`src/rtl/core/i2c_slave_transmit_sequencer_core_macros.svh`:
```
// ----------------------------------------------------------------------------
// i2c slave transmit sequencer assertion macros
// concurrent checks on clk, quiet while rst_n is low
// ----------------------------------------------------------------------------
`ifndef I2C_SLAVE_TRANSMIT_SEQUENCER_CORE_MACROS_SVH
`define I2C_SLAVE_TRANSMIT_SEQUENCER_CORE_MACROS_SVH

`ifndef SYNTH
`define I2CST_ASSERT_NOW(lbl, ante, cons) \
    lbl: assert property (@(posedge clk) disable iff (!rst_n) (ante) |-> (cons)) \
        else $error("i2cst check failed");
`define I2CST_ASSERT_NEXT(lbl, ante, cons) \
    lbl: assert property (@(posedge clk) disable iff (!rst_n) (ante) |=> (cons)) \
        else $error("i2cst check failed");
`else
`define I2CST_ASSERT_NOW(lbl, ante, cons)
`define I2CST_ASSERT_NEXT(lbl, ante, cons)
`endif

`endif

```
`src/rtl/core/i2cst_pkg.sv`:
```
// ----------------------------------------------------------------------------
// i2cst_pkg
// shared types and constants of the i2c slave transmit sequencer
// ----------------------------------------------------------------------------
`default_nettype none

package i2cst_pkg;

    localparam int BUFFER_DEPTH_DEF = 32;

    localparam int ACTION_W = 2;
    localparam int STATUS_W = 8;
    localparam int INDEX_W  = 5;
    localparam int BYTE_W   = 8;

    typedef enum logic [ACTION_W-1:0] {
        ACT_LOAD  = 2'd0,
        ACT_EVENT = 2'd1,
        ACT_CLEAR = 2'd2
    } action_t;

    // status codes with the low three bits dropped
    localparam logic [4:0] ST_SLA_R_ACK   = 5'h15;  // 0xA8
    localparam logic [4:0] ST_ARB_SLA_R   = 5'h16;  // 0xB0
    localparam logic [4:0] ST_DATA_ACK    = 5'h17;  // 0xB8
    localparam logic [4:0] ST_DATA_NACK   = 5'h18;  // 0xC0
    localparam logic [4:0] ST_LAST_DATA   = 5'h19;  // 0xC8

    localparam logic [BYTE_W-1:0] TX_FILL = 8'h00;

    typedef struct packed {
        logic byte_valid;
        logic use_store;
        logic ack_enable;
        logic transmitting;
    } result_t;

endpackage

`default_nettype wire

```
`src/rtl/core/i2cst_store.sv`:
```
// ----------------------------------------------------------------------------
// i2cst_store
// reply byte store, one write port and one registered read port
// ----------------------------------------------------------------------------
`default_nettype none

module i2cst_store
    import i2cst_pkg::*;
#(
    parameter int BUFFER_DEPTH = BUFFER_DEPTH_DEF,
    localparam int AW = $clog2(BUFFER_DEPTH)
)
(
    input  wire logic              clk,
    input  wire logic              wr_en,
    input  wire logic [AW-1:0]     wr_addr,
    input  wire logic [BYTE_W-1:0] wr_data,
    input  wire logic              rd_en,
    input  wire logic [AW-1:0]     rd_addr,
    output logic      [BYTE_W-1:0] rd_data
);

    logic [BYTE_W-1:0] mem [BUFFER_DEPTH];
    logic [BYTE_W-1:0] rd_data_reg;

    always_ff @(posedge clk)
    begin
        if (wr_en)
        begin
            mem[wr_addr] <= wr_data;
        end
    end

    always_ff @(posedge clk)
    begin
        if (rd_en)
        begin
            rd_data_reg <= mem[rd_addr];
        end
    end

    assign rd_data = rd_data_reg;

endmodule

`default_nettype wire

```
`src/rtl/core/i2cst_ctrl.sv`:
```
// ----------------------------------------------------------------------------
// i2cst_ctrl
// staging and send state, decodes one transaction per cycle while go is high
// ----------------------------------------------------------------------------
`default_nettype none

module i2cst_ctrl
    import i2cst_pkg::*;
#(
    parameter int BUFFER_DEPTH = BUFFER_DEPTH_DEF,
    localparam int AW = $clog2(BUFFER_DEPTH),
    localparam int CW = $clog2(BUFFER_DEPTH + 1),
    localparam int LW = (CW > INDEX_W) ? CW : INDEX_W
)
(
    input  wire logic                clk,
    input  wire logic                rst_n,
    input  wire logic                go,
    input  wire logic [ACTION_W-1:0] action,
    input  wire logic [STATUS_W-1:0] bus_status,
    input  wire logic [INDEX_W-1:0]  load_index,
    input  wire logic [BYTE_W-1:0]   load_byte,
    input  wire logic                load_last,
    output logic                     has_result,
    output result_t                  result,
    output logic                     wr_en,
    output logic      [AW-1:0]       wr_addr,
    output logic      [BYTE_W-1:0]   wr_data,
    output logic                     rd_en,
    output logic      [AW-1:0]       rd_addr
);

    logic [CW-1:0] staged_count_reg, staged_count_next;
    logic [CW-1:0] send_count_reg, send_count_next;
    logic [CW-1:0] send_position_reg, send_position_next;
    logic          in_transmit_reg, in_transmit_next;

    logic [LW-1:0] idx_wide;
    logic          load_ok;
    logic          is_event;
    logic          enter;
    logic          step;
    logic          leave;
    logic [CW-1:0] pos_cur;
    logic [CW-1:0] cnt_cur;
    logic [CW-1:0] pos_new;
    logic          in_range;

    assign idx_wide = LW'(load_index);
    assign load_ok  = idx_wide < LW'(BUFFER_DEPTH);
    assign is_event = go && (action_t'(action) == ACT_EVENT);

    always_comb
    begin
        enter = 1'b0;
        step  = 1'b0;
        leave = 1'b0;
        unique case (bus_status[7:3])
            ST_SLA_R_ACK, ST_ARB_SLA_R: enter = is_event;
            ST_DATA_ACK:                step  = is_event && in_transmit_reg;
            ST_DATA_NACK, ST_LAST_DATA: leave = is_event;
            default:                    ;
        endcase
    end

    assign pos_cur  = enter ? '0 : send_position_reg;
    assign cnt_cur  = enter ? staged_count_reg : send_count_reg;
    assign in_range = pos_cur < cnt_cur;
    assign pos_new  = (pos_cur < CW'(BUFFER_DEPTH)) ? pos_cur + CW'(1) : pos_cur;

    assign wr_en   = go && (action_t'(action) == ACT_LOAD) && load_ok;
    assign wr_addr = idx_wide[AW-1:0];
    assign wr_data = load_byte;
    assign rd_en   = (enter || step) && in_range;
    assign rd_addr = pos_cur[AW-1:0];

    always_comb
    begin
        staged_count_next  = staged_count_reg;
        send_count_next    = send_count_reg;
        send_position_next = send_position_reg;
        in_transmit_next   = in_transmit_reg;
        has_result         = 1'b0;
        result             = '0;

        if (wr_en && load_last)
        begin
            staged_count_next = CW'(idx_wide) + CW'(1);
        end

        if (go && (action_t'(action) == ACT_CLEAR))
        begin
            staged_count_next = '0;
        end

        if (enter || step)
        begin
            in_transmit_next    = 1'b1;
            send_count_next     = cnt_cur;
            send_position_next  = pos_new;
            has_result          = 1'b1;
            result.byte_valid   = 1'b1;
            result.use_store    = in_range;
            result.ack_enable   = pos_new < cnt_cur;
            result.transmitting = 1'b1;
        end

        if (leave)
        begin
            in_transmit_next    = 1'b0;
            has_result          = 1'b1;
            result.ack_enable   = 1'b1;
        end
    end

    always_ff @(posedge clk or negedge rst_n)
    begin
        if (!rst_n)
        begin
            staged_count_reg  <= '0;
            send_count_reg    <= '0;
            send_position_reg <= '0;
            in_transmit_reg   <= 1'b0;
        end
        else
        begin
            staged_count_reg  <= staged_count_next;
            send_count_reg    <= send_count_next;
            send_position_reg <= send_position_next;
            in_transmit_reg   <= in_transmit_next;
        end
    end

endmodule

`default_nettype wire

```
`src/rtl/core/i2c_slave_transmit_sequencer_core.sv`:
```
// ----------------------------------------------------------------------------
// i2c_slave_transmit_sequencer_core
// slave transmit reply sequencer: stages reply bytes and hands them out on
// bus status events
// ----------------------------------------------------------------------------
// Takes one transaction every clock cycle while in_stall is low. Each
// transaction passes through the input register and then the result
// register, which is loaded together with the registered read of the reply
// store. A stall on the output holds both registers; the input side still
// takes a transaction while its own register is empty. Loads, clears and
// unknown status codes give no result. The reply store is not cleared after
// reset; entries are defined once loaded.
`default_nettype none

`include "i2c_slave_transmit_sequencer_core_macros.svh"

module i2c_slave_transmit_sequencer_core
    import i2cst_pkg::*;
#(
    parameter int BUFFER_DEPTH = BUFFER_DEPTH_DEF
)
(
    input  wire logic                clk,
    input  wire logic                rst_n,
    input  wire logic                in_valid,
    output logic                     in_stall,
    input  wire logic [ACTION_W-1:0] action,
    input  wire logic [STATUS_W-1:0] bus_status,
    input  wire logic [INDEX_W-1:0]  load_index,
    input  wire logic [BYTE_W-1:0]   load_byte,
    input  wire logic                load_last,
    output logic                     out_valid,
    input  wire logic                out_stall,
    output logic                     byte_valid,
    output logic      [BYTE_W-1:0]   tx_byte,
    output logic                     ack_enable,
    output logic                     transmitting
);

    localparam int AW = $clog2(BUFFER_DEPTH);

    logic                in_vld_reg, in_vld_next;
    logic [ACTION_W-1:0] action_reg;
    logic [STATUS_W-1:0] bus_status_reg;
    logic [INDEX_W-1:0]  load_index_reg;
    logic [BYTE_W-1:0]   load_byte_reg;
    logic                load_last_reg;

    logic                out_vld_reg, out_vld_next;
    result_t             result_reg;

    logic                advance;
    logic                in_take;
    logic                go;
    logic                has_result;
    result_t             result;
    logic                wr_en;
    logic [AW-1:0]       wr_addr;
    logic [BYTE_W-1:0]   wr_data;
    logic                rd_en;
    logic [AW-1:0]       rd_addr;
    logic [BYTE_W-1:0]   rd_data;

    assign advance  = !out_vld_reg || !out_stall;
    assign in_stall = in_vld_reg && !advance;
    assign in_take  = in_valid && !in_stall;
    assign go       = in_vld_reg && advance;

    always_comb
    begin
        in_vld_next = in_vld_reg;
        if (in_take)
        begin
            in_vld_next = 1'b1;
        end
        else if (advance)
        begin
            in_vld_next = 1'b0;
        end
        out_vld_next = advance ? (go && has_result) : out_vld_reg;
    end

    always_ff @(posedge clk or negedge rst_n)
    begin
        if (!rst_n)
        begin
            in_vld_reg  <= 1'b0;
            out_vld_reg <= 1'b0;
        end
        else
        begin
            in_vld_reg  <= in_vld_next;
            out_vld_reg <= out_vld_next;
        end
    end

    always_ff @(posedge clk)
    begin
        if (in_take)
        begin
            action_reg     <= action;
            bus_status_reg <= bus_status;
            load_index_reg <= load_index;
            load_byte_reg  <= load_byte;
            load_last_reg  <= load_last;
        end
        if (advance)
        begin
            result_reg <= result;
        end
    end

    i2cst_ctrl #(
        .BUFFER_DEPTH (BUFFER_DEPTH)
    ) u_ctrl (
        .clk        (clk),
        .rst_n      (rst_n),
        .go         (go),
        .action     (action_reg),
        .bus_status (bus_status_reg),
        .load_index (load_index_reg),
        .load_byte  (load_byte_reg),
        .load_last  (load_last_reg),
        .has_result (has_result),
        .result     (result),
        .wr_en      (wr_en),
        .wr_addr    (wr_addr),
        .wr_data    (wr_data),
        .rd_en      (rd_en),
        .rd_addr    (rd_addr)
    );

    i2cst_store #(
        .BUFFER_DEPTH (BUFFER_DEPTH)
    ) u_store (
        .clk     (clk),
        .wr_en   (wr_en),
        .wr_addr (wr_addr),
        .wr_data (wr_data),
        .rd_en   (rd_en && advance),
        .rd_addr (rd_addr),
        .rd_data (rd_data)
    );

    assign out_valid    = out_vld_reg;
    assign byte_valid   = result_reg.byte_valid;
    assign tx_byte      = result_reg.use_store ? rd_data : TX_FILL;
    assign ack_enable   = result_reg.ack_enable;
    assign transmitting = result_reg.transmitting;

    // leaving transmit carries no byte and restores acknowledge
    `I2CST_ASSERT_NOW(a_leave_shape, out_valid && !byte_valid, ack_enable && !transmitting && (tx_byte == TX_FILL))
    // a sent byte always belongs to a transfer
    `I2CST_ASSERT_NOW(a_byte_in_tx, out_valid && byte_valid, transmitting)
    // the input side only backs up behind a stalled result
    `I2CST_ASSERT_NOW(a_stall_cause, in_stall, out_valid && out_stall)
    // a stalled result keeps its byte
    `I2CST_ASSERT_NEXT(a_hold_byte, out_valid && out_stall, $stable(tx_byte) && $stable(ack_enable))

endmodule

`default_nettype wire
```
`config.mk`:
```
export PLATFORM = sky130hd
export DESIGN_NAME = i2c_slave_transmit_sequencer_core
export DESIGN_NICKNAME = d
export VERILOG_FILES = /design/src/rtl/core/i2cst_pkg.sv /design/src/rtl/core/i2cst_store.sv /design/src/rtl/core/i2cst_ctrl.sv /design/src/rtl/core/i2c_slave_transmit_sequencer_core.sv
export VERILOG_INCLUDE_DIRS = /design/src /design/src/rtl/core
export SDC_FILE = /design/constraint.sdc
export NUM_CORES = 1
export LEC_CHECK = 0
export BUFFER_PORTS_ARGS = -buffer_cell sky130_fd_sc_hd__buf_4
export CORE_AREA = 2 2 122 184
export DETAILED_ROUTE_END_ITERATION = 10
export DIE_AREA = 0 0 124 186
export PLACE_DENSITY = 0.77
export SETUP_SLACK_MARGIN = 0.05
export SYNTH_ARGS = -nofsm -noshare
export SYNTH_HDL_FRONTEND = slang
export SYNTH_SLANG_ARGS = --single-unit
```
`constraint.sdc`:
```
create_clock -name clk -period 4.4 [get_ports clk]
set_input_delay 0.22 -clock clk [delete_from_list [all_inputs] [get_ports clk]]
set_output_delay 0.22 -clock clk [all_outputs]
set_load 0.01 [all_outputs]
```
==> metrics.cfg <==
[run_status]
status = completed

[global_route]
globalRoute.totalOverflow = 0
grt_max_degree = 60
grt_use_total = 0.245
antenna_found_initial = 0
grt_pass1_vias = 7212
grt_pass1_wl_um = 41600

[place]
gp_congestion = 0.900
dp.cells = 1036
dpl.hpwl_um = 17900
port_buffers = 37

[synthesis]
syn_area_um2 = 12700
synth.cells.most_frequent = edfxtp_1 (288), mux2i_1 (69), nor2_1 (45)
yosys_register_bits = 309
synth_area_per_cell_um2 = 16.7
synth.distinct_cells = 56
synth_warnings = 0
syn_inst = 762
synthArstFlopShare = 0.0680
yosysTopAreaCell = edfxtp_1
yosysMostFrequentCell = edfxtp_1
synth_top_area_share = 0.680
synthFlopType = edfxtp_1
syn-num-nets = 804
synth_edf_count = 288
seq_area_frac_synth = 0.721
yosys-top-cells-area = edfxtp_1 (68%), mux2i_1 (5.4%), dfrtp_1 (4.1%)

[detailed_routing]
dr.pass1.iters = 5
routed_wl_um = 27900
drc = 0
dr_total_vias = 7052
postRouteAntennaNets = 0
vias_per_cell = 6.39
drtIter0Drc = 647
drt-wirelength-per-cell_um = 25.3

[timing]
slew_violations = 0
fin_crit_sh = 0.825
skew_ns = 0.0101
min_period_ns = 3.63
tightest_slew_ns = 1.28
relSlewSlack = 0.144
fmax_mhz = 275
rsz0062_at_grt = false
hold_slack_ns = 0.0301
finalSetupViolCount = 0
hold_viol = 0
fin_setup_tns_ns = 0

[die]
ios = 41
rows = 66
die-area_um2 = 23100
fp.dieH_um = 186
initial_core_util = 0.593
core_um2 = 21500
chipWidth_um = 124

[hold_path]
holdCritPathClass = input pin to flip-flop
min_from = out_stall

[finish]
final_nets = 859
diodes = 0
synthToLayoutAreaGrowth_pct = 12.0
drive_above_1_share = 0.159
largest_register_ffs = 256
finalNonFillerCells = 1103

[setup_path]
crit_fanout = 26
end_kind = flip-flop
arrival_ns = 3.87
r2r_start = bus_status_reg[6]
critPathKind = flip-flop to flip-flop
crit_start = bus_status_reg[6]
start_kind = flip-flop
required_ns = 4.64

[pwr]
vdd.ir_drop.worst_mv = 0.354
powerDensity_nw_per_um2 = 425
leakage_nw = 4.72

[clocking]
cts_tree = yes
cts_made_buffers = 27
path_clk_slew_ns = 0.06
cts-root-buf = clkbuf_16
cts.path.max_buffers = 3
insertion_delay_ns = 0.53
h-tree-depth = 1
clock-sinks = 309
ctsResizeCount = 0

[run]
maxCapViolations = 0

layer usage:
metal / vias to the layer above / GRT usage / wire (um)
li1: 3135 / - / -
met1: 3576 / 0.290 / 10500
met2: 279 / 0.448 / 14900
met3: 62 / 0.0325 / 1490
met4: 0 / 0.0948 / 1020
met5: - / 0 / 0
layout by cell type (no fill, tap or decap), types with 3 or more instances in the layout:
| master | synthesis | final |
|---|---|---|
| edfxtp_1 | 288 | 288 |
| mux2i_1 | 69 | 69 |
| buf_4 | 1 | 47 |
| nor2_1 | 45 | 45 |
| nand2_1 | 27 | 27 |
| mux2_2 | 27 | 27 |
| clkbuf_16 | 0 | 27 |
| a22oi_1 | 24 | 24 |
| dlygate4sd3_1 | 0 | 24 |
| and2_1 | 21 | 21 |
| inv_1 | 19 | 19 |
| dfrtp_1 | 21 | 18 |
| a221o_1 | 17 | 17 |
| a221oi_1 | 16 | 16 |
| mux4_2 | 16 | 16 |
| ha_1 | 14 | 14 |
| a21oi_1 | 9 | 9 |
| nand4_1 | 9 | 9 |
| a21boi_0 | 9 | 9 |
| o2111ai_1 | 8 | 8 |
| a32oi_1 | 8 | 8 |
| nor2b_1 | 6 | 6 |
| xnor2_1 | 5 | 5 |
| clkinv_1 | 1 | 5 |
| nand3_1 | 5 | 5 |
| clkbuf_1 | 19 | 5 |
| o41ai_1 | 4 | 4 |
| nor3_1 | 4 | 4 |
| xor2_1 | 4 | 4 |
| nand3b_1 | 4 | 4 |
| o2bb2ai_1 | 4 | 4 |
| clkinv_2 | 0 | 4 |
| nand4b_1 | 3 | 3 |
| a21o_1 | 3 | 3 |
| a32o_1 | 3 | 3 |
worst paths after layout:
| check | to | slack [ns] | cells after the start |
|---|---|---|---|
| min in group asynchronous | u_ctrl.staged_count_reg[1] | 0.11 | 2 |
| min reg2reg | u_ctrl.staged_count_reg[1] | 0.50 | 1 |
| max in group asynchronous | u_ctrl.send_position_reg[2] | 4.02 | 2 |
| min | out_valid | 0.03 | 3 |
| max reg2reg | u_store.rd_data[7] | 0.77 | 8 |
| max | u_store.rd_data[7] | 0.77 | 8 |
worst max-delay path: stages, from the launching register on:
cell and delay (ns):
edfxtp_1 0.40, nand4b_1 0.36, or4_4 0.76, mux2i_1 0.35
ha_1 0.31, a21o_1 0.16, a211o_1 0.32, o41ai_1 0.41
buf_4 0.26
kinds of logic (layout without fill, tap and decap cells):
kind of cell | count (synthesis) | count (layout) | synth area share
buffers and inverters | 65 | 134 | 0.0221
muxes | 112 | 112 | 0.107
and+or+nand+nor | 134 | 134 | 0.0533
adders and majority gates | 14 | 14 | 0.0138
xor gates and xnor gates | 9 | 9 | 0.00619
AOI/OAI and AO/OA | 119 | 119 | 0.0771
DFF | 309 | 309 | 0.721
area by class of cell:
| type | count | area (um2) |
|---|---|---|
| repair buffers | 71 | 593 |
| multi-input cells | 388 | 3270 |
| clock inverters | 11 | 104 |
| clock buffers | 32 | 694 |
| well taps | 272 | 340 |
| flip-flops and latches | 309 | 9180 |
| fillers | 1428 | 7220 |
| inverters | 20 | 75.1 |
power by group:
part / total, mW / leakage, nW / internal, mW / switching (mW)
combinational: 0.541 / 1.43 / 0.241 / 0.299
clock: 2.21 / 0.393 / 1.23 / 0.978
sequential: 3.32 / 2.89 / 3.25 / 0.0615
total: 6.06 / 4.72 / 4.73 / 1.34
per-stage QoR:
step | power, mW | setup WS, ns | instance area [um2] | util
final | 6.06 | 0.770 | 14300 | 0.664
after CTS | 6.09 | 0.794 | 14300 | 0.664
after detailed placement | 3.89 | 0.806 | 13200 | 0.616
after global routing | 6.25 | 0.644 | 14300 | 0.664
after global placement | 3.88 | 0.848 | 13200 | 0.616
after floorplan | 3.72 | 0.605 | 12700 | -
what timing repair did:
| item | CTS | global route |
|---|---|---|
| endpoints found under the hold margin | 43 | 0 |
| setup buffers | 0 | 0 |
| hold buffers | 24 | 0 |
Note: power is estimated with default switching activity, not from simulation.
